**src/rtl/core/ftacc_pkg.sv**
```systemverilog
`default_nettype none

package ftacc_pkg;

   // Operation codes carried by the request op field.
   typedef enum logic [1:0] {
      OP_UPDATE     = 2'd0,
      OP_ADVANCE    = 2'd1,
      OP_RESET_IDLE = 2'd2,
      OP_RESET_AT   = 2'd3
   } op_type;

   // Configuration register indexes.
   typedef enum logic [0:0] {
      CSR_TICK_LENGTH = 1'b0,
      CSR_TICK_CAP    = 1'b1
   } csr_index_type;

   localparam int unsigned OP_W       = 2;
   localparam int unsigned VALUE_W    = 64;
   localparam int unsigned TICK_W     = 32;
   localparam int unsigned CAP_W      = 8;
   localparam int unsigned ALPHA_W    = 16;
   localparam int unsigned TOTAL_W    = 48;
   localparam int unsigned CSR_IDX_W  = 1;
   localparam int unsigned CSR_DATA_W = 32;

   localparam int unsigned QUOT_STEPS = 64;
   localparam int unsigned STEP_W     = $clog2(QUOT_STEPS);

   localparam logic [TICK_W-1:0] TICK_RESET = 32'd16666667;
   localparam logic [CAP_W-1:0]  CAP_RESET  = 8'd5;

   typedef enum logic [2:0] {
      ST_IDLE,
      ST_PREP,
      ST_SUM,
      ST_QUOT,
      ST_FSTART,
      ST_FRAC,
      ST_PUSH
   } state_type;

   // Commands from the controller to the datapath.
   typedef struct packed {
      logic take;
      logic prep;
      logic bank;
      logic qstep;
      logic fstart;
      logic fstep;
      logic push;
   } cmd_type;

   // Status from the datapath to the controller.
   typedef struct packed {
      logic quick;
      logic q_last;
      logic f_last;
      logic out_free;
   } status_type;

endpackage

`default_nettype wire

```
**src/rtl/core/ftacc_if.sv**
```systemverilog
`default_nettype none

interface ftacc_req_if;
   logic                        valid;
   logic                        ready;
   logic [ftacc_pkg::OP_W-1:0]    op;
   logic [ftacc_pkg::VALUE_W-1:0] value_ns;

   modport source (output valid, output op, output value_ns, input ready);
   modport sink   (input valid, input op, input value_ns, output ready);
endinterface

interface ftacc_rsp_if;
   logic                        valid;
   logic                        ready;
   logic [ftacc_pkg::CAP_W-1:0]   ticks_granted;
   logic                        capped;
   logic [ftacc_pkg::ALPHA_W-1:0] alpha_q16;
   logic [ftacc_pkg::TOTAL_W-1:0] tick_total;

   modport source (output valid, output ticks_granted, output capped,
                   output alpha_q16, output tick_total, input ready);
   modport sink   (input valid, input ticks_granted, input capped,
                   input alpha_q16, input tick_total, output ready);
endinterface

interface ftacc_csr_if;
   logic                           valid;
   logic                           ready;
   logic [ftacc_pkg::CSR_IDX_W-1:0]  index;
   logic [ftacc_pkg::CSR_DATA_W-1:0] data;

   modport source (output valid, output index, output data, input ready);
   modport sink   (input valid, input index, input data, output ready);
endinterface

`default_nettype wire

```
**src/rtl/core/fixed_timestep_accumulator.sv**
```systemverilog
`default_nettype none

// Channel   Direction  Payload                                         Handshake
// req_ch    in         op[1:0], value_ns[63:0] (signed)                valid/ready
// rsp_ch    out        ticks_granted[7:0], capped, alpha_q16[15:0],    valid/ready
//                      tick_total[47:0]
// csr_ch    in         index[0:0] (0 tick length, 1 tick cap), data    valid/ready
//
// An update or advance runs the one-bit-per-cycle restoring divider before the
// block is ready again: 64 quotient steps, then ALPHA_BITS fraction steps.
// Reset operations and the first update after reset skip the divider and go
// straight from the PREP state to the PUSH state.
// Reset is synchronous; configuration returns to a 16666667 ns tick and a cap of 5.
// A result waits in an output register, so a stalled response only holds the
// block when the next result is ready to be written.

module fixed_timestep_accumulator
   import ftacc_pkg::*;
#(
   parameter int unsigned ALPHA_BITS = 16
) (
   input wire         clock,
   input wire         reset,
   ftacc_req_if.sink  req_ch,
   ftacc_rsp_if.source rsp_ch,
   ftacc_csr_if.sink  csr_ch
);

   cmd_type    cmd;
   status_type status;

   // Configuration writes are always taken; they land in the datapath registers.
   assign csr_ch.ready = 1'b1;

   // The controller sequences one transaction at a time through the datapath.
   ftacc_ctrl u_ctrl (
      .clock     (clock),
      .reset     (reset),
      .req_valid (req_ch.valid),
      .req_ready (req_ch.ready),
      .status    (status),
      .cmd       (cmd)
   );

   // The datapath holds the timing state, the shared divider and the output register.
   ftacc_dp #(
      .ALPHA_BITS (ALPHA_BITS)
   ) u_dp (
      .clock             (clock),
      .reset             (reset),
      .cmd               (cmd),
      .status            (status),
      .req_op            (req_ch.op),
      .req_value_ns      (req_ch.value_ns),
      .csr_valid         (csr_ch.valid),
      .csr_index         (csr_ch.index),
      .csr_data          (csr_ch.data),
      .rsp_ready         (rsp_ch.ready),
      .rsp_valid         (rsp_ch.valid),
      .rsp_ticks_granted (rsp_ch.ticks_granted),
      .rsp_capped        (rsp_ch.capped),
      .rsp_alpha_q16     (rsp_ch.alpha_q16),
      .rsp_tick_total    (rsp_ch.tick_total)
   );

endmodule

`default_nettype wire

```
**src/rtl/core/ftacc_ctrl.sv**
```systemverilog
`default_nettype none

module ftacc_ctrl
   import ftacc_pkg::*;
(
   input  wire        clock,
   input  wire        reset,
   input  wire        req_valid,
   output logic       req_ready,
   input  status_type status,
   output cmd_type    cmd
);

   state_type state_ff;
   state_type state_in;

   always_ff @(posedge clock) begin
      if (reset) begin
         state_ff <= ST_IDLE;
      end else begin
         state_ff <= state_in;
      end
   end

   always_comb begin
      state_in = state_ff;
      case (state_ff)
         ST_IDLE: begin
            if (req_valid) state_in = ST_PREP;
         end
         ST_PREP: begin
            state_in = status.quick ? ST_PUSH : ST_SUM;
         end
         ST_SUM: begin
            state_in = ST_QUOT;
         end
         ST_QUOT: begin
            if (status.q_last) state_in = ST_FSTART;
         end
         ST_FSTART: begin
            state_in = ST_FRAC;
         end
         ST_FRAC: begin
            if (status.f_last) state_in = ST_PUSH;
         end
         ST_PUSH: begin
            if (status.out_free) state_in = ST_IDLE;
         end
         default: begin
            state_in = ST_IDLE;
         end
      endcase
   end

   always_comb begin
      req_ready  = 1'b0;
      cmd        = '0;
      case (state_ff)
         ST_IDLE: begin
            req_ready = 1'b1;
            cmd.take  = req_valid;
         end
         ST_PREP:   cmd.prep   = 1'b1;
         ST_SUM:    cmd.bank   = 1'b1;
         ST_QUOT:   cmd.qstep  = 1'b1;
         ST_FSTART: cmd.fstart = 1'b1;
         ST_FRAC:   cmd.fstep  = 1'b1;
         ST_PUSH:   cmd.push   = status.out_free;
         default: begin
            req_ready = 1'b0;
         end
      endcase
   end

endmodule

`default_nettype wire

```
**src/rtl/core/ftacc_dp.sv**
```systemverilog
`default_nettype none

module ftacc_dp
   import ftacc_pkg::*;
#(
   parameter int unsigned ALPHA_BITS = 16
) (
   input  wire                    clock,
   input  wire                    reset,
   input  cmd_type                cmd,
   output status_type             status,
   input  wire [OP_W-1:0]         req_op,
   input  wire [VALUE_W-1:0]      req_value_ns,
   input  wire                    csr_valid,
   input  wire [CSR_IDX_W-1:0]    csr_index,
   input  wire [CSR_DATA_W-1:0]   csr_data,
   input  wire                    rsp_ready,
   output logic                   rsp_valid,
   output logic [CAP_W-1:0]       rsp_ticks_granted,
   output logic                   rsp_capped,
   output logic [ALPHA_W-1:0]     rsp_alpha_q16,
   output logic [TOTAL_W-1:0]     rsp_tick_total
);

   // Control and architectural state.
   logic [TICK_W-1:0]  tick_ff, tick_in;
   logic [CAP_W-1:0]   cap_ff, cap_in;
   logic [VALUE_W-1:0] last_ff, last_in;
   logic               started_ff, started_in;
   logic [TICK_W-1:0]  bank_ff, bank_in;
   logic [TOTAL_W-1:0] count_ff, count_in;
   logic               out_valid_ff, out_valid_in;

   // Working payload.
   op_type             op_ff, op_in;
   logic [VALUE_W-1:0] val_ff, val_in;
   logic [VALUE_W-1:0] delta_ff, delta_in;
   logic [TICK_W:0]    rem_ff, rem_in;
   logic [VALUE_W-1:0] dvd_ff, dvd_in;
   logic [STEP_W-1:0]  step_ff, step_in;
   logic [CAP_W-1:0]   n_ff, n_in;
   logic               flag_ff, flag_in;
   logic [ALPHA_W-1:0] alpha_ff, alpha_in;

   // Output register.
   logic [CAP_W-1:0]   o_ticks_ff, o_ticks_in;
   logic               o_capped_ff, o_capped_in;
   logic [ALPHA_W-1:0] o_alpha_ff, o_alpha_in;
   logic [TOTAL_W-1:0] o_total_ff, o_total_in;

   logic [TICK_W-1:0]  tick_eff;
   logic [CAP_W-1:0]   cap_eff;
   logic [TICK_W:0]    rem_shift;
   logic               quot_bit;
   logic [TICK_W:0]    rem_sub;
   logic [VALUE_W:0]   sum_wide;
   logic               whole_big;

   assign tick_eff = (tick_ff == '0) ? TICK_RESET : tick_ff;
   assign cap_eff  = (cap_ff == '0) ? CAP_RESET : cap_ff;

   // One restoring division step, shared by the quotient and fraction phases.
   assign rem_shift = {rem_ff[TICK_W-1:0], cmd.qstep ? dvd_ff[VALUE_W-1] : 1'b0};
   assign quot_bit  = (rem_shift >= {1'b0, tick_eff});
   assign rem_sub   = rem_shift - {1'b0, tick_eff};

   assign sum_wide  = {{(VALUE_W-TICK_W+1){1'b0}}, bank_ff} + {1'b0, delta_ff};
   assign whole_big = (|dvd_ff[VALUE_W-1:CAP_W]) || (dvd_ff[CAP_W-1:0] > cap_eff);

   assign status.quick    = (op_ff == OP_RESET_IDLE) || (op_ff == OP_RESET_AT) ||
                            ((op_ff == OP_UPDATE) && !started_ff);
   assign status.q_last   = (step_ff == STEP_W'(QUOT_STEPS - 1));
   assign status.f_last   = (step_ff == STEP_W'(ALPHA_BITS - 1));
   assign status.out_free = !out_valid_ff || rsp_ready;

   always_comb begin
      tick_in      = tick_ff;
      cap_in       = cap_ff;
      last_in      = last_ff;
      started_in   = started_ff;
      bank_in      = bank_ff;
      count_in     = count_ff;
      out_valid_in = out_valid_ff && !rsp_ready;
      op_in        = op_ff;
      val_in       = val_ff;
      delta_in     = delta_ff;
      rem_in       = rem_ff;
      dvd_in       = dvd_ff;
      step_in      = step_ff;
      n_in         = n_ff;
      flag_in      = flag_ff;
      alpha_in     = alpha_ff;
      o_ticks_in   = o_ticks_ff;
      o_capped_in  = o_capped_ff;
      o_alpha_in   = o_alpha_ff;
      o_total_in   = o_total_ff;

      if (csr_valid) begin
         if (csr_index == CSR_TICK_LENGTH) tick_in = csr_data[TICK_W-1:0];
         if (csr_index == CSR_TICK_CAP)    cap_in  = csr_data[CAP_W-1:0];
      end

      if (cmd.take) begin
         op_in  = op_type'(req_op);
         val_in = req_value_ns;
      end

      if (cmd.prep) begin
         n_in     = '0;
         flag_in  = 1'b0;
         alpha_in = '0;
         case (op_ff)
            OP_UPDATE: begin
               last_in    = val_ff;
               started_in = 1'b1;
               delta_in   = ($signed(val_ff) >= $signed(last_ff)) ? (val_ff - last_ff) : '0;
            end
            OP_ADVANCE: begin
               delta_in = val_ff[VALUE_W-1] ? '0 : val_ff;
            end
            OP_RESET_IDLE: begin
               last_in    = '0;
               started_in = 1'b0;
               bank_in    = '0;
               count_in   = '0;
            end
            OP_RESET_AT: begin
               last_in    = val_ff;
               started_in = 1'b1;
               bank_in    = '0;
               count_in   = '0;
            end
            default: begin
               delta_in = '0;
            end
         endcase
      end

      if (cmd.bank) begin
         dvd_in  = sum_wide[VALUE_W] ? '1 : sum_wide[VALUE_W-1:0];
         rem_in  = '0;
         step_in = '0;
      end

      if (cmd.qstep || cmd.fstep) begin
         rem_in  = quot_bit ? rem_sub : rem_shift;
         step_in = step_ff + 1'b1;
      end
      if (cmd.qstep) dvd_in = {dvd_ff[VALUE_W-2:0], quot_bit};
      if (cmd.fstep) alpha_in = {alpha_ff[ALPHA_W-2:0], quot_bit};

      if (cmd.fstart) begin
         n_in     = whole_big ? cap_eff : dvd_ff[CAP_W-1:0];
         flag_in  = whole_big;
         bank_in  = rem_ff[TICK_W-1:0];
         count_in = count_ff + TOTAL_W'(n_in);
         alpha_in = '0;
         step_in  = '0;
      end

      if (cmd.push) begin
         out_valid_in = 1'b1;
         o_ticks_in   = n_ff;
         o_capped_in  = flag_ff;
         o_alpha_in   = alpha_ff;
         o_total_in   = count_ff;
      end
   end

   always_ff @(posedge clock) begin
      if (reset) begin
         tick_ff      <= TICK_RESET;
         cap_ff       <= CAP_RESET;
         last_ff      <= '0;
         started_ff   <= 1'b0;
         bank_ff      <= '0;
         count_ff     <= '0;
         out_valid_ff <= 1'b0;
      end else begin
         tick_ff      <= tick_in;
         cap_ff       <= cap_in;
         last_ff      <= last_in;
         started_ff   <= started_in;
         bank_ff      <= bank_in;
         count_ff     <= count_in;
         out_valid_ff <= out_valid_in;
      end
   end

   always_ff @(posedge clock) begin
      op_ff       <= op_in;
      val_ff      <= val_in;
      delta_ff    <= delta_in;
      rem_ff      <= rem_in;
      dvd_ff      <= dvd_in;
      step_ff     <= step_in;
      n_ff        <= n_in;
      flag_ff     <= flag_in;
      alpha_ff    <= alpha_in;
      o_ticks_ff  <= o_ticks_in;
      o_capped_ff <= o_capped_in;
      o_alpha_ff  <= o_alpha_in;
      o_total_ff  <= o_total_in;
   end

   assign rsp_valid         = out_valid_ff;
   assign rsp_ticks_granted = o_ticks_ff;
   assign rsp_capped        = o_capped_ff;
   assign rsp_alpha_q16     = o_alpha_ff;
   assign rsp_tick_total    = o_total_ff;

endmodule

`default_nettype wire
```
**src/flat_wrapper.sv**
```systemverilog
// flat-port wrapper written by rule: the top's interface ports become plain ports
module fixed_timestep_accumulator_flat import ftacc_pkg::*;
#(
   parameter int unsigned ALPHA_BITS = 16
)
  (clock, reset, req_ch_valid, req_ch_op, req_ch_value_ns, req_ch_ready, rsp_ch_valid, rsp_ch_ticks_granted, rsp_ch_capped, rsp_ch_alpha_q16, rsp_ch_tick_total, rsp_ch_ready, csr_ch_valid, csr_ch_index, csr_ch_data, csr_ch_ready);
  ftacc_req_if req_ch_i ();
  ftacc_rsp_if rsp_ch_i ();
  ftacc_csr_if csr_ch_i ();
  input wire clock;
  input wire reset;
  input wire logic [$bits(req_ch_i.valid)-1:0] req_ch_valid;
  input wire logic [$bits(req_ch_i.op)-1:0] req_ch_op;
  input wire logic [$bits(req_ch_i.value_ns)-1:0] req_ch_value_ns;
  output wire logic [$bits(req_ch_i.ready)-1:0] req_ch_ready;
  output wire logic [$bits(rsp_ch_i.valid)-1:0] rsp_ch_valid;
  output wire logic [$bits(rsp_ch_i.ticks_granted)-1:0] rsp_ch_ticks_granted;
  output wire logic [$bits(rsp_ch_i.capped)-1:0] rsp_ch_capped;
  output wire logic [$bits(rsp_ch_i.alpha_q16)-1:0] rsp_ch_alpha_q16;
  output wire logic [$bits(rsp_ch_i.tick_total)-1:0] rsp_ch_tick_total;
  input wire logic [$bits(rsp_ch_i.ready)-1:0] rsp_ch_ready;
  input wire logic [$bits(csr_ch_i.valid)-1:0] csr_ch_valid;
  input wire logic [$bits(csr_ch_i.index)-1:0] csr_ch_index;
  input wire logic [$bits(csr_ch_i.data)-1:0] csr_ch_data;
  output wire logic [$bits(csr_ch_i.ready)-1:0] csr_ch_ready;
  assign req_ch_i.valid = req_ch_valid;
  assign req_ch_i.op = req_ch_op;
  assign req_ch_i.value_ns = req_ch_value_ns;
  assign req_ch_ready = req_ch_i.ready;
  assign rsp_ch_valid = rsp_ch_i.valid;
  assign rsp_ch_ticks_granted = rsp_ch_i.ticks_granted;
  assign rsp_ch_capped = rsp_ch_i.capped;
  assign rsp_ch_alpha_q16 = rsp_ch_i.alpha_q16;
  assign rsp_ch_tick_total = rsp_ch_i.tick_total;
  assign rsp_ch_i.ready = rsp_ch_ready;
  assign csr_ch_i.valid = csr_ch_valid;
  assign csr_ch_i.index = csr_ch_index;
  assign csr_ch_i.data = csr_ch_data;
  assign csr_ch_ready = csr_ch_i.ready;
  fixed_timestep_accumulator #(.ALPHA_BITS(ALPHA_BITS)) u_core (.clock(clock), .reset(reset), .req_ch(req_ch_i), .rsp_ch(rsp_ch_i), .csr_ch(csr_ch_i));
endmodule
```
**config.mk**
```make
export PLATFORM = sky130hd
export DESIGN_NAME = fixed_timestep_accumulator_flat
export DESIGN_NICKNAME = d
export VERILOG_FILES = /design/src/rtl/core/ftacc_pkg.sv /design/src/rtl/core/ftacc_if.sv /design/src/rtl/core/fixed_timestep_accumulator.sv /design/src/rtl/core/ftacc_ctrl.sv /design/src/rtl/core/ftacc_dp.sv /design/src/flat_wrapper.sv
export SDC_FILE = /design/constraint.sdc
export NUM_CORES = 1
export LEC_CHECK = 0
export ABC_AREA = 0
export BUFFER_PORTS_ARGS = -buffer_cell sky130_fd_sc_hd__buf_2
export CORE_ASPECT_RATIO = 0.9
export CORE_MARGIN = 2
export CORE_UTILIZATION = 45
export DETAILED_ROUTE_END_ITERATION = 8
export SLEW_MARGIN = 25
export SYNTH_ARGS = -nofsm -noshare
export SYNTH_HDL_FRONTEND = slang
export SYNTH_SLANG_ARGS = --single-unit
```
**constraint.sdc**
```tcl
create_clock -name clock -period 7.31 [get_ports clock]
set_input_delay 0.731 -clock clock [delete_from_list [all_inputs] [get_ports clock]]
set_output_delay 0.731 -clock clock [all_outputs]
set_load 0.01 [all_outputs]
```
[Word level (Yosys, flattened, before mapping)]
Cells that the tools add are included.
Storage, ports and cells
  register bits: 519
  bits of input ports: 104
  output and inout port bits: 76
  word-level logic and storage cells: 119
Cells by class
  add/sub/neg operators: 5
  $lt $le $gt $ge: 3
  eq/ne operators: 15
  mux-type cells: 44
  bitwise logic cells: 1
  reduce and logical (&&, ||, !) cells: 30
Operators by type and width (number)
  two-way mux 64 bit: 4
  one-hot mux 64 bit (2 select lines): 2
  two-way mux 32 bit: 7
  two-way mux 48 bit: 3
  adder 32 x 64 -> 65 bit: 1
  greater-or-equal comparator 64 bit: 1
  subtractor 64 bit: 1
  two-way mux 63 bit: 1
  OR reduction 56 bit: 1
  adder 48 x 8 -> 48 bit: 1
  greater-or-equal comparator 33 x 32 -> 1 bit: 1
  logical NOT 32 bit: 1
  two-way mux 16 bit: 2
  two-way mux 8 bit: 4
  subtractor 32 bit: 1
  one-hot mux 3 bit (7 select lines): 1
  two-way mux 3 bit: 5
  nonzero test 2 bit: 7
  two-way mux 1 bit: 12
  two-way mux 6 bit: 2
  AND reduction 2 bit: 5
  == test 3 bit (second input constant): 3
  greater-than comparator 8 bit: 1
  logical NOT 8 bit: 1
  other kinds (18): 30

[Logic depth before layout (Yosys ltp)]
Gate-level depths: netlist of run 1.
  depth in word-level cells: 7
  mapped depth: 25
  gate-level depth less buffers: 25

[Hierarchy]
From an unflattened synthesis of run 1, not the netlist that was laid out.
Unflattened totals
  cell total of the unflattened synthesis: 2923
  area, all modules: 28263.4 µm²
By module, submodules not included
  ftacc_dp: times used 1, cells an instance 2889, area an instance 28008.1 µm², sequential area each 13412.9 µm²
  ftacc_ctrl: times used 1, cells an instance 32, area an instance 244.0 µm², sequential area each 60.1 µm²
  fixed_timestep_accumulator: times used 1, cells an instance 2, area an instance 11.3 µm², sequential area each 0.0 µm²

[Worst setup path after synthesis of run 1]
Ideal clock, no wire load.
  path type: reg-to-reg
  start point: register u_core.u_ctrl.state_ff[1]
  end point: register u_core.u_dp.rem_ff[21], data pin
  library setup time: 266 ps
  arrival time: 6414 ps
  data required time: 7044 ps
  path slack: 630 ps
  stages on the path, launching flop included: 19
  path buffers: 4
  period minus slack after synthesis: 6680 ps
  path through: dfxtp_1 clkbuf_1 nor2b_1 and2_1 clkbuf_1 nand2_1 ha_1 nor2b_1 o31a_1 o41a_1 o41a_1 a221oi_2 o21bai_1 a21oi_1 o21ai_1 buf_4 buf_4 mux2i_1 nor2_1
Between the ends
  longest elaborated chain between the ends: 6
  elaborated cells between the ends (all ways): 10
  classes of those cells: 1 x add/sub; 1 x order compare; 2 x eq/ne; 5 x mux; 1 x reduce/logical
Ends and longest elaborated chain
  from (decl): RTL line ftacc_ctrl.sv:14  | state_type state_ff;
  from (signal assigned): RTL line ftacc_ctrl.sv:21  | state_ff <= state_in;
  == test 3 x 2 -> 1 bit: RTL line ftacc_ctrl.sv:58  | case (state_ff)
  two-way mux 1 bit: RTL line ftacc_ctrl.sv:58
  two-way mux 1 bit: RTL line ftacc_dp.sv:63  | assign rem_shift = {rem_ff[TICK_W-1:0], cmd.qstep ? dvd_ff[VALUE_W-1] : 1'b0};
  subtractor 32 bit / greater-or-equal comparator 33 x 32 -> 1 bit (equally long branches): RTL line ftacc_dp.sv:65, ftacc_dp.sv:64
  two-way mux 32 bit: RTL line ftacc_dp.sv:146  | rem_in = quot_bit ? rem_sub : rem_shift;
  two-way mux 32 bit (*): RTL line ftacc_dp.sv:145  | if (cmd.qstep || cmd.fstep) begin
  to (signal assigned): RTL line ftacc_dp.sv:194  | rem_ff <= rem_in;
  to (decl): RTL line ftacc_dp.sv:38  | logic [TICK_W:0] rem_ff, rem_in;
Mark *: on every way between the ends. The rest lies on a longest branch, timed or not.
A chain may end at the register's enable or synchronous reset.

[Worst setup path after layout of run 1]
  start point: register u_core.u_dp.tick_ff[24]
  end point: register u_core.u_dp.rem_ff[0], data pin
Between the ends
  longest elaborated chain between the ends: 5
  elaborated cells between the ends (all ways): 6
  classes of those cells: 1 x add/sub; 1 x order compare; 3 x mux; 1 x reduce/logical
Ends and longest elaborated chain
  from (decl): RTL line ftacc_dp.sv:26  | logic [TICK_W-1:0] tick_ff, tick_in;
  from (signal assigned): RTL line ftacc_dp.sv:180  | tick_ff <= tick_in;
  logical NOT 32 bit: RTL line ftacc_dp.sv:59  | assign tick_eff = (tick_ff == '0) ? TICK_RESET : tick_ff;
  two-way mux 32 bit (*): RTL line ftacc_dp.sv:59
  subtractor 32 bit / greater-or-equal comparator 33 x 32 -> 1 bit (equally long branches): RTL line ftacc_dp.sv:65, ftacc_dp.sv:64
  two-way mux 32 bit (*): RTL line ftacc_dp.sv:146
  two-way mux 32 bit (*): RTL line ftacc_dp.sv:145
Marked as above.

==> results of run 1 <==
==> metrics by stage <==
stage / power [mW] / worst slack (ps)
6_report: 11.2 / 2050
5_1_grt: 11.9 / 1590
3_3_place_gp: 8.21 / 2170
4_1_cts: 11.2 / 2050
3_5_place_dp: 8.28 / 2060
2_1_floorplan: 7.27 / 630
==> report_power, final <==
| group | switching (mW) | internal, mW |
|---|---|---|
| combinational | 2.39 | 1.55 |
| sequential | 0.437 | 3.87 |
| clock | 1.22 | 1.70 |
==> registers in the layout, indices dropped and copies added (netlist names), 6 cells and up <==
| name | cells |
|---|---|
| u_core.u_dp.rsp_ticks_granted | 8 |
| u_core.u_dp.count_ff | 48 |
| u_core.u_dp.delta_ff | 64 |
| u_core.u_dp.tick_ff | 32 |
| u_core.u_dp.dvd_ff | 64 |
| u_core.u_dp.cap_ff | 8 |
| u_core.u_dp.last_ff | 64 |
| u_core.u_dp.alpha_ff | 16 |
| u_core.u_dp.rsp_tick_total | 48 |
| u_core.u_dp.n_ff | 8 |
| u_core.u_dp.rem_ff | 32 |
| u_core.u_dp.step_ff | 6 |
| u_core.u_dp.bank_ff | 32 |
| u_core.u_dp.val_ff | 64 |
| u_core.u_dp.rsp_alpha_q16 | 16 |
==> cell usage in the layout (no fill, tap or decap), drive strengths merged, types with 6 or more instances in the layout <==
cell type	Yosys	routed
edfxtp	308	308
a21oi	269	269
nor2	266	266
nand2	265	265
dfxtp	211	211
buf	37	199
ha	150	150
inv	145	148
o21ai	95	95
xor2	92	92
xnor2	87	87
a22o	80	80
clkbuf	115	73
nand3	72	72
nand3b	64	64
a21o	60	60
a31oi	47	47
nand4	46	46
and3	38	38
a22oi	38	38
nor4	31	31
nor3	31	31
o21a	28	28
nand2b	27	27
o21bai	24	24
and2	24	24
mux2i	23	23
clkinv	0	21
or3	16	16
nor2b	15	15
a211oi	13	13
and4	13	13
o31ai	13	13
o211ai	9	9
mux2	9	9
a21boi	8	8
or2	7	7
a41oi	6	6
a221oi	6	6
==> per-layer routing <==
layer,vias up,GRT usage (%),share of wire [%]
met2,517,34.4,46
met1,10300,30.2,47
li1,10600,-,-
met4,0,5.69,2.2
met5,-,0,0
met3,99,2.81,4.7
==> layout make-up <==
type / count / area (sq um) / share of cell area (%)
clock buffer: 73 / 1600 / 5.11
clock inverter: 33 / 317 / 1.01
inverter: 145 / 544 / 1.74
multi-input combinational: 2033 / 13300 / 42.6
sequential: 519 / 13500 / 43.0
tap: 792 / 991 / 3.17
timing repair buffer: 199 / 1050 / 3.36
==> critical path, cell delays in order, from the launching register on <==
cell and delay, ps:
dfxtp_1 320, nor4_1 370, nand4_1 180, nor2_1 700
nor2_1 190, ha_1 350, nor2b_1 150, o31a_1 280
o41a_1 350, o41a_1 510, a221oi_2 280, o21bai_1 170
a21oi_1 300, o21ai_4 230, buf_4 310, mux2_1 340
nor2_1 100
==> Yosys cell counts, drive strengths merged (15+ instances only) <==
master and n:
nand4 46, mux2i 23, nor4 31, dfxtp 211
clkbuf 115, nand2 265, o21bai 24, nand2b 27
inv 145, and2 24, nor3 31, nor2 266
o21a 28, edfxtp 308, or3 16, buf 37
a22o 80, a31oi 47, a22oi 38, o21ai 95
nand3b 64, nor2b 15, a21o 60, and3 38
ha 150, a21oi 269, nand3 72, xnor2 87
xor2 92
==> worst max path at each step <==
stage                                                 end  slack (ps)  depth (start not counted)
floorplan            u_core.u_dp.rem_ff[21]$_SDFFCE_PN0P_         630                         18
global placement      u_core.u_dp.rem_ff[0]$_SDFFCE_PN0P_        2170                         16
detailed placement    u_core.u_dp.rem_ff[0]$_SDFFCE_PN0P_        2060                         16
CTS                   u_core.u_dp.rem_ff[0]$_SDFFCE_PN0P_        2050                         16
global route        u_core.u_dp.count_ff[46]$_SDFFE_PP0P_        1590                         25
finish                u_core.u_dp.rem_ff[0]$_SDFFCE_PN0P_        2050                         16
==> kinds of logic (layout without fill, tap and decap cells) <==
logic type	Yosys count	count (layout)	synth area share, %
adder cells (fa/ha/maj)	154	154	7.01
other	1	1	0.0134
AND/OR/NAND/NOR	922	922	15.9
buffers and inverters	297	450	4.34
XOR/XNOR	179	179	5.62
multiplexers	32	32	1.19
flip-flops	519	519	48.3
AO/OA/AOI/OAI	745	745	17.7
==> metrics list, run 1 <==
* Post-synth cell types: 81
* Total of hold buffers inserted after clock tree synthesis: 0
- Share of the synthesized area in the top cell type: 33.1%
* Final count of pins violating max slew: 0
- Dividing the final minimum period by the clock period gives 71.9%.
- For the pin with the worst max-slew slack, the measured transition is 968 ps.
- ANT nets after route: 0
* Highest fanout seen on the critical path: 21
* Post-CTS Repair Setup Buffers: 0
- Setup Skew: 15.4 ps
- Detailed-router iteration count before antenna repair: 5
* Layout cell share with drive strength beyond 1: 11.6%
- The finished layout holds 3,794 standard cells, fillers aside.
- Remaining Overflow, GRT: 0
* Die Outline Area: 0.0640 sq mm
* Synth warnings: 0
* Via count of the first global-routing pass: 20,600
- Startpoint type of the worst setup path: flip-flop
* Leakage dissipation: 11.9 nW
* Number of nets in the finished design: 3,212
- Pin count of the biggest net entering global routing: 86
- CTS Buf Count: 56
* Destination of the worst register-to-register timing path: u_core.u_dp.rem_ff[0]$_SDFFCE_PN0P_
* Critical Path End Type: flip-flop
- Setup repair after global routing left no endpoint under its margin.
* R2R Path Start: u_core.u_dp.tick_ff[24]$_SDFFE_PP0P_
- Total of endpoints with negative setup slack in the final report: 0
- Counting the fill cells in the layout gives 5,625.
- Final critical delay including setup and external delays: 5260 ps
- Measured along the x axis, the die boundary spans 267 um.
* Power per standard cell area: 357 mW/mm^2
- After clock tree synthesis, the clock-pin slew on the worst setup and hold paths is 60 ps.
- The startpoint identified for the worst hold timing path is req_ch_value_ns[59].
- Once placement finished, the instance area stood at 0.0294 sq mm.
* Register-to-register setup slack: 2050 ps
- Number of H-tree levels: 2
- The cell area that synthesis handed to floorplanning was 0.0279 sq mm.
- Library cell with the largest summed area after synthesis: edfxtp_1
* Arrival time worst endpoint: 5740 ps
- The initial antenna violation count was 0.
- The critical path is of the reg -> reg type.
- The number of antenna diodes in the final layout is 0.
- Number of core rows: 86
- Hold violation count in the final report: 0
* Total Neg Setup Slack: 0 ps
- Once detailed placement completed, the half-perimeter wirelength came to 50,500 um.
* Worst R2R Path Depth: 16
- At the worst endpoint, the required time is 7790 ps.
- Max-cap viol count: 0
* Placed cell count: 3,688
- For hold timing, the worst endpoint is u_core.u_dp.val_ff[59]$_DFFE_PP_.
* Synthesized netlist net count: 3,107
* Crit. Startpoint: u_core.u_dp.tick_ff[24]$_SDFFE_PP0P_
* Final design area excluding fillers: 0.0313 sq mm
- Top FF cell, synth: edfxtp_1
* Maximum buffer depth of the clock tree: 3
- The tightest min-delay check is of the in -> reg type.
- Total routing usage reported by global routing: 21.3%
- For this run, the top clock speed supported by timing is 190 MHz.
- Post-synthesis register bit count: 519
* TritonCTS clock tree: built
- Starting DRC count in detailed routing: 1,647
- In the routed design, unresolved DRC markers number 0.
- Final RePlAce weighted congestion: 0.890
- Fraction of the yosys area taken by sequential cells: 48.3%
- Number of instances resized during post-cts repair: 0
- Once layout is complete, the utilization of the core stands at 51.0%.
* Initial Utilization: 45.5%
* Routed len/inst: 18.2 um
- After synthesis, the share of flip-flops with an asynchronous set or reset is 0%.
- Status: finished clean
- After detailed routing, the total wire length is 69,100 um.
- The synthesized design contains 308 enable-type register cells.
* Number of vias after detailed routing: 21,500
* Boundary pin count: 180
- Hold Crit Depth: 1
- The core region is 0.0613 sq mm.
* Number of instances in the synthesized netlist: 2,849
* CTS sink count: 519
* Clock Tree Root: clkbuf_16
* IR Drop Worst-Case VDD: 0.211 mV
- After detailed routing, the number of vias per cell comes to 5.66.
- Buffers on Ports: 178
- First-pass GRT wire length: 110,000 um
- Worst-case headroom to the max-slew limit: 35.5%
- The die is 240 um tall.
- Top post-synthesis cells by area: edfxtp_1 33%, dfxtp_1 15%, ha_1 6.7%
* Avg Inst Size Synth: 9.80 sq um
- At the later pin of the worst-skew pair, clock insertion delay measures 620 ps.
- Area added between synthesis and finish: 12.1%
* Hold Slack: 284 ps
Power figures use the tool's default switching activity.
==> inputs of run 2 (changes only) <==
==> constraint.sdc (replaced) <==
create_clock -name clock -period 4.61 [get_ports clock]
set_input_delay 0.461 -clock clock [delete_from_list [all_inputs] [get_ports clock]]
set_output_delay 0.461 -clock clock [all_outputs]
set_load 0.01 [all_outputs]
==> run 2 against run 1 <==
Net effect:
- critical path depth up 9
- wire length is 3.5% higher
- die area did not move
- non-clock buffer count increased by 117
- critical path type unchanged
- via count up 2.7%
- maximum frequency grew 17%
==> metrics list, run 2 (same netlist as run 1, synthesis figures left out) <==
* Clk pin slew, worst setup/hold paths: 60 ps (about the same)
* Initial Utilization: 45.5% (unchanged)
* Leakage dissipation: 12.5 nW (+5.3%)
* Starting DRC count in detailed routing: 1,677 (+1.8%)
- The die outline height came to 240 um (unchanged).
- The number of port buffers came to 178 (unchanged).
- The global route total overflow is 0 (unchanged).
- Class of the tightest hold or removal check: in -> reg
- The wire length of the first global-routing pass is 114,000 um (+3.5%).
- The period utilization came to 97.8% (+26 points).
- The number of global-route vias before repair is 21,300 (+3.5%).
* Final RePlAce weighted congestion: 0.909 (+2.1%)
- Detailed-router iteration count before antenna repair: 5 (unchanged)
- CTS placed an instance of clkbuf_16 at the clock tree root.
- The depth of the CTS H-tree was 2 (unchanged).
* Startpoint type of the worst setup path: flip-flop
- The share of power burned in combinational logic came to 36.2% (+0.9 points).
- Die Outline Area: 0.0640 sq mm (unchanged)
- Sw Share: 35.9% (-0.40 points)
* Sequential power share: 37.4% (-1.2 points)
- The final-report hold violation count was 0 (unchanged).
- The share of cells above drive strength 1 came to 13.9% (+2.3 points).
- # fillers: 5,528 (-1.7%)
- The number of placed cells counting well taps came to 3,735 (+1.3%).
- The post-detailed-routing wire length came to 71,400 um (+3.5%).
* Maximum buffer depth of the clock tree: 3 (unchanged)
- The critical path is of the reg -> reg type.
* Clock latency at the later pin of the worst-skew pair: 620 ps (about the same)
* Number of diodes: 0 (unchanged)
- TritonCTS clock tree: built
* Part of the total power dissipated in the clock network: 26.4% (+0.3 points)
- The HPWL after detailed placement came to 51,900 um (+2.7%).
* Commonest cells after routing, fill and taps aside: 308 x edfxtp_1, 262 x nor2_1, 262 x a21oi_1
- CTS Buf Count: 57 (+1.8%)
- Critical Path End Type: flip-flop
- Arrival time worst endpoint: 5060 ps (-680 ps)
* Area added between synthesis and finish: 17.4%
- Post-place setup slack: -96.7 ps (-2150 ps)
* IR Drop Worst-Case VDD: 0.344 mV (+63%)
* Number of nets in the finished design: 3,330 (+3.7%)
- Internal power consumption: 11.7 mW (+64%)
* Most common library cell in the layout ignoring fill and taps: edfxtp_1
* CTS sink count: 519 (unchanged)
* Drt drc: 0 (unchanged)
- The overall via count from detail_route was 22,000 (+2.7%).
- Detailed-route vias per instance: 5.63 (-0.45%)
- The maximum achievable frequency is 222 MHz (+17%).
- Final critical delay including setup and external delays: 4510 ps (-749 ps)
- The largest net degree at the start of global routing is 88 (+2.3%).
- Total routing usage reported by global routing: 22.1% (+0.75 points)
- Setup repair after global routing could not meet its margin everywhere.
- Data required time of the worst path: 5160 ps (-2630 ps)
- Setup Skew: 21.6 ps (+6.19 ps)
- Die W: 267 um (unchanged)
- The power per cell area was 555 mW/mm^2 (+56%).
- The slew at the pin with the worst max-slew slack was 1020 ps (+52.1 ps).
- The number of primary I/O pins was 180 (unchanged).
* Status: finished clean
* Final count of pins violating max slew: 0 (unchanged)
- The antenna violation net count after detailed routing was 0 (unchanged).
* Total of endpoints with negative setup slack in the final report: 0 (unchanged)
- The maximum net fanout on the critical path is 7 (-67%).
- Number of standard cells in the layout, taps in and fillers out: 3,913 (+3.1%)
* Least setup slack across all paths after layout: 101 ps (-1950 ps)
- Worst-case headroom to the max-slew limit: 32.0% (-3.5 points)
* Number of core rows: 86 (unchanged)
- Number of antenna violations at the first check in global routing: 0 (unchanged)
- The average wire length per cell after detail routing was 18.3 um (+0.31%).
- The reported max-cap violation count is 0 (unchanged).
- The core region area is 0.0613 sq mm (unchanged).
- The net switching power of the design came to 6.52 mW (+61%).
-- run 2: changes by cell type in the layout (fill, tap and decap cells not counted), sizes merged --
cell | previous run | this run
buf | 199 | 252
clkbuf | 73 | 75
clkinv | 21 | 20
inv | 148 | 147
dlygate4sd3 | 0 | 64
clkinvlp | 5 | 4
bufinv | 4 | 7
-- run 2: final timing paths --
kind                            cells after the start                          startpoint                                         end  slack, ps
worst max-delay path                               25  u_core.u_dp.cap_ff[6]$_SDFFE_PP0P_       u_core.u_dp.count_ff[35]$_SDFFE_PP0P_        100
worst min-delay path                                1                 req_ch_value_ns[48]            u_core.u_dp.val_ff[48]$_DFFE_PP_         40
worst max register to register                     25  u_core.u_dp.cap_ff[6]$_SDFFE_PP0P_       u_core.u_dp.count_ff[35]$_SDFFE_PP0P_        100
worst min register to register                      0   u_core.u_dp.n_ff[3]$_SDFFCE_PN0P_  u_core.u_dp.rsp_ticks_granted[3]$_DFFE_PP_        410
-- run 2: timing repair --
action,in CTS,in global routing
setup endpoints to repair,21,47
gates cloned,0,2
gates resized for setup,4,56
hold buffers,64,0
pin swaps,1,23
buffers inserted,0,5
endpoints found under the hold margin,64,0
-- run 2: worst max-delay path, cell delays in order (launching register included) --
cell	delay, ps
dfxtp_2	320
nor4_2	270
nand3_1	150
o21bai_1	220
inv_1	100
ha_4	220
o21a_1	100
o21ai_1	140
nand2b_1	70
a21oi_1	120
o21ai_1	70
o21ai_1	90
nand2_2	140
buf_6	150
mux2_4	320
ha_4	260
a21o_1	100
a21o_1	160
a21o_1	140
a21oi_2	60
o21a_1	230
o21ai_4	200
nand4_1	200
buf_6	190
or3_1	310
a21oi_1	130
-- run 2: power groups by stage --
stage | Combinational, mW | Sequential, mW | Clock, mW
global placement | 6.34 | 6.87 | 0
global route | 7.30 | 6.89 | 5.10
detailed placement | 6.43 | 6.88 | 0
floorplan | 4.90 | 6.60 | 0
finish | 6.57 | 6.80 | 4.80
CTS | 6.50 | 6.79 | 4.92
-- run 2: area by class of cell --
type	instances	area (sq um)	share of cell area (%)
timing repair buffer	316	2150	6.55
multi-input combinational	2033	13600	41.5
clock inverter	33	394	1.20
sequential	519	13500	41.1
inverter	145	544	1.66
clock buffer	75	1630	4.97
tap	792	991	3.02
-- run 2: routing by layer --
metal / routed length (um) / vias to the layer above / global-route usage (%)
li1: - / 10800 / -
met2: 32000 / 587 / 35.1
met1: 34200 / 10500 / 31.5
met4: 1860 / 0 / 6.66
met5: 0 / - / 0
met3: 3400 / 110 / 2.69
-- run 2: through the flow --
step	hold WS, ps	instance area [sq um]	utilization [%]	power, mW	TNS (ps)
finish	41.2	32800	53.4	18.2	0
global route	10.2	32800	53.4	19.3	-2160
CTS	4.25	32400	52.9	18.2	0
detailed placement	405	29800	48.5	13.3	-1170
global placement	406	29800	48.5	13.2	-9.14
floorplan	400	27900	-	11.5	0
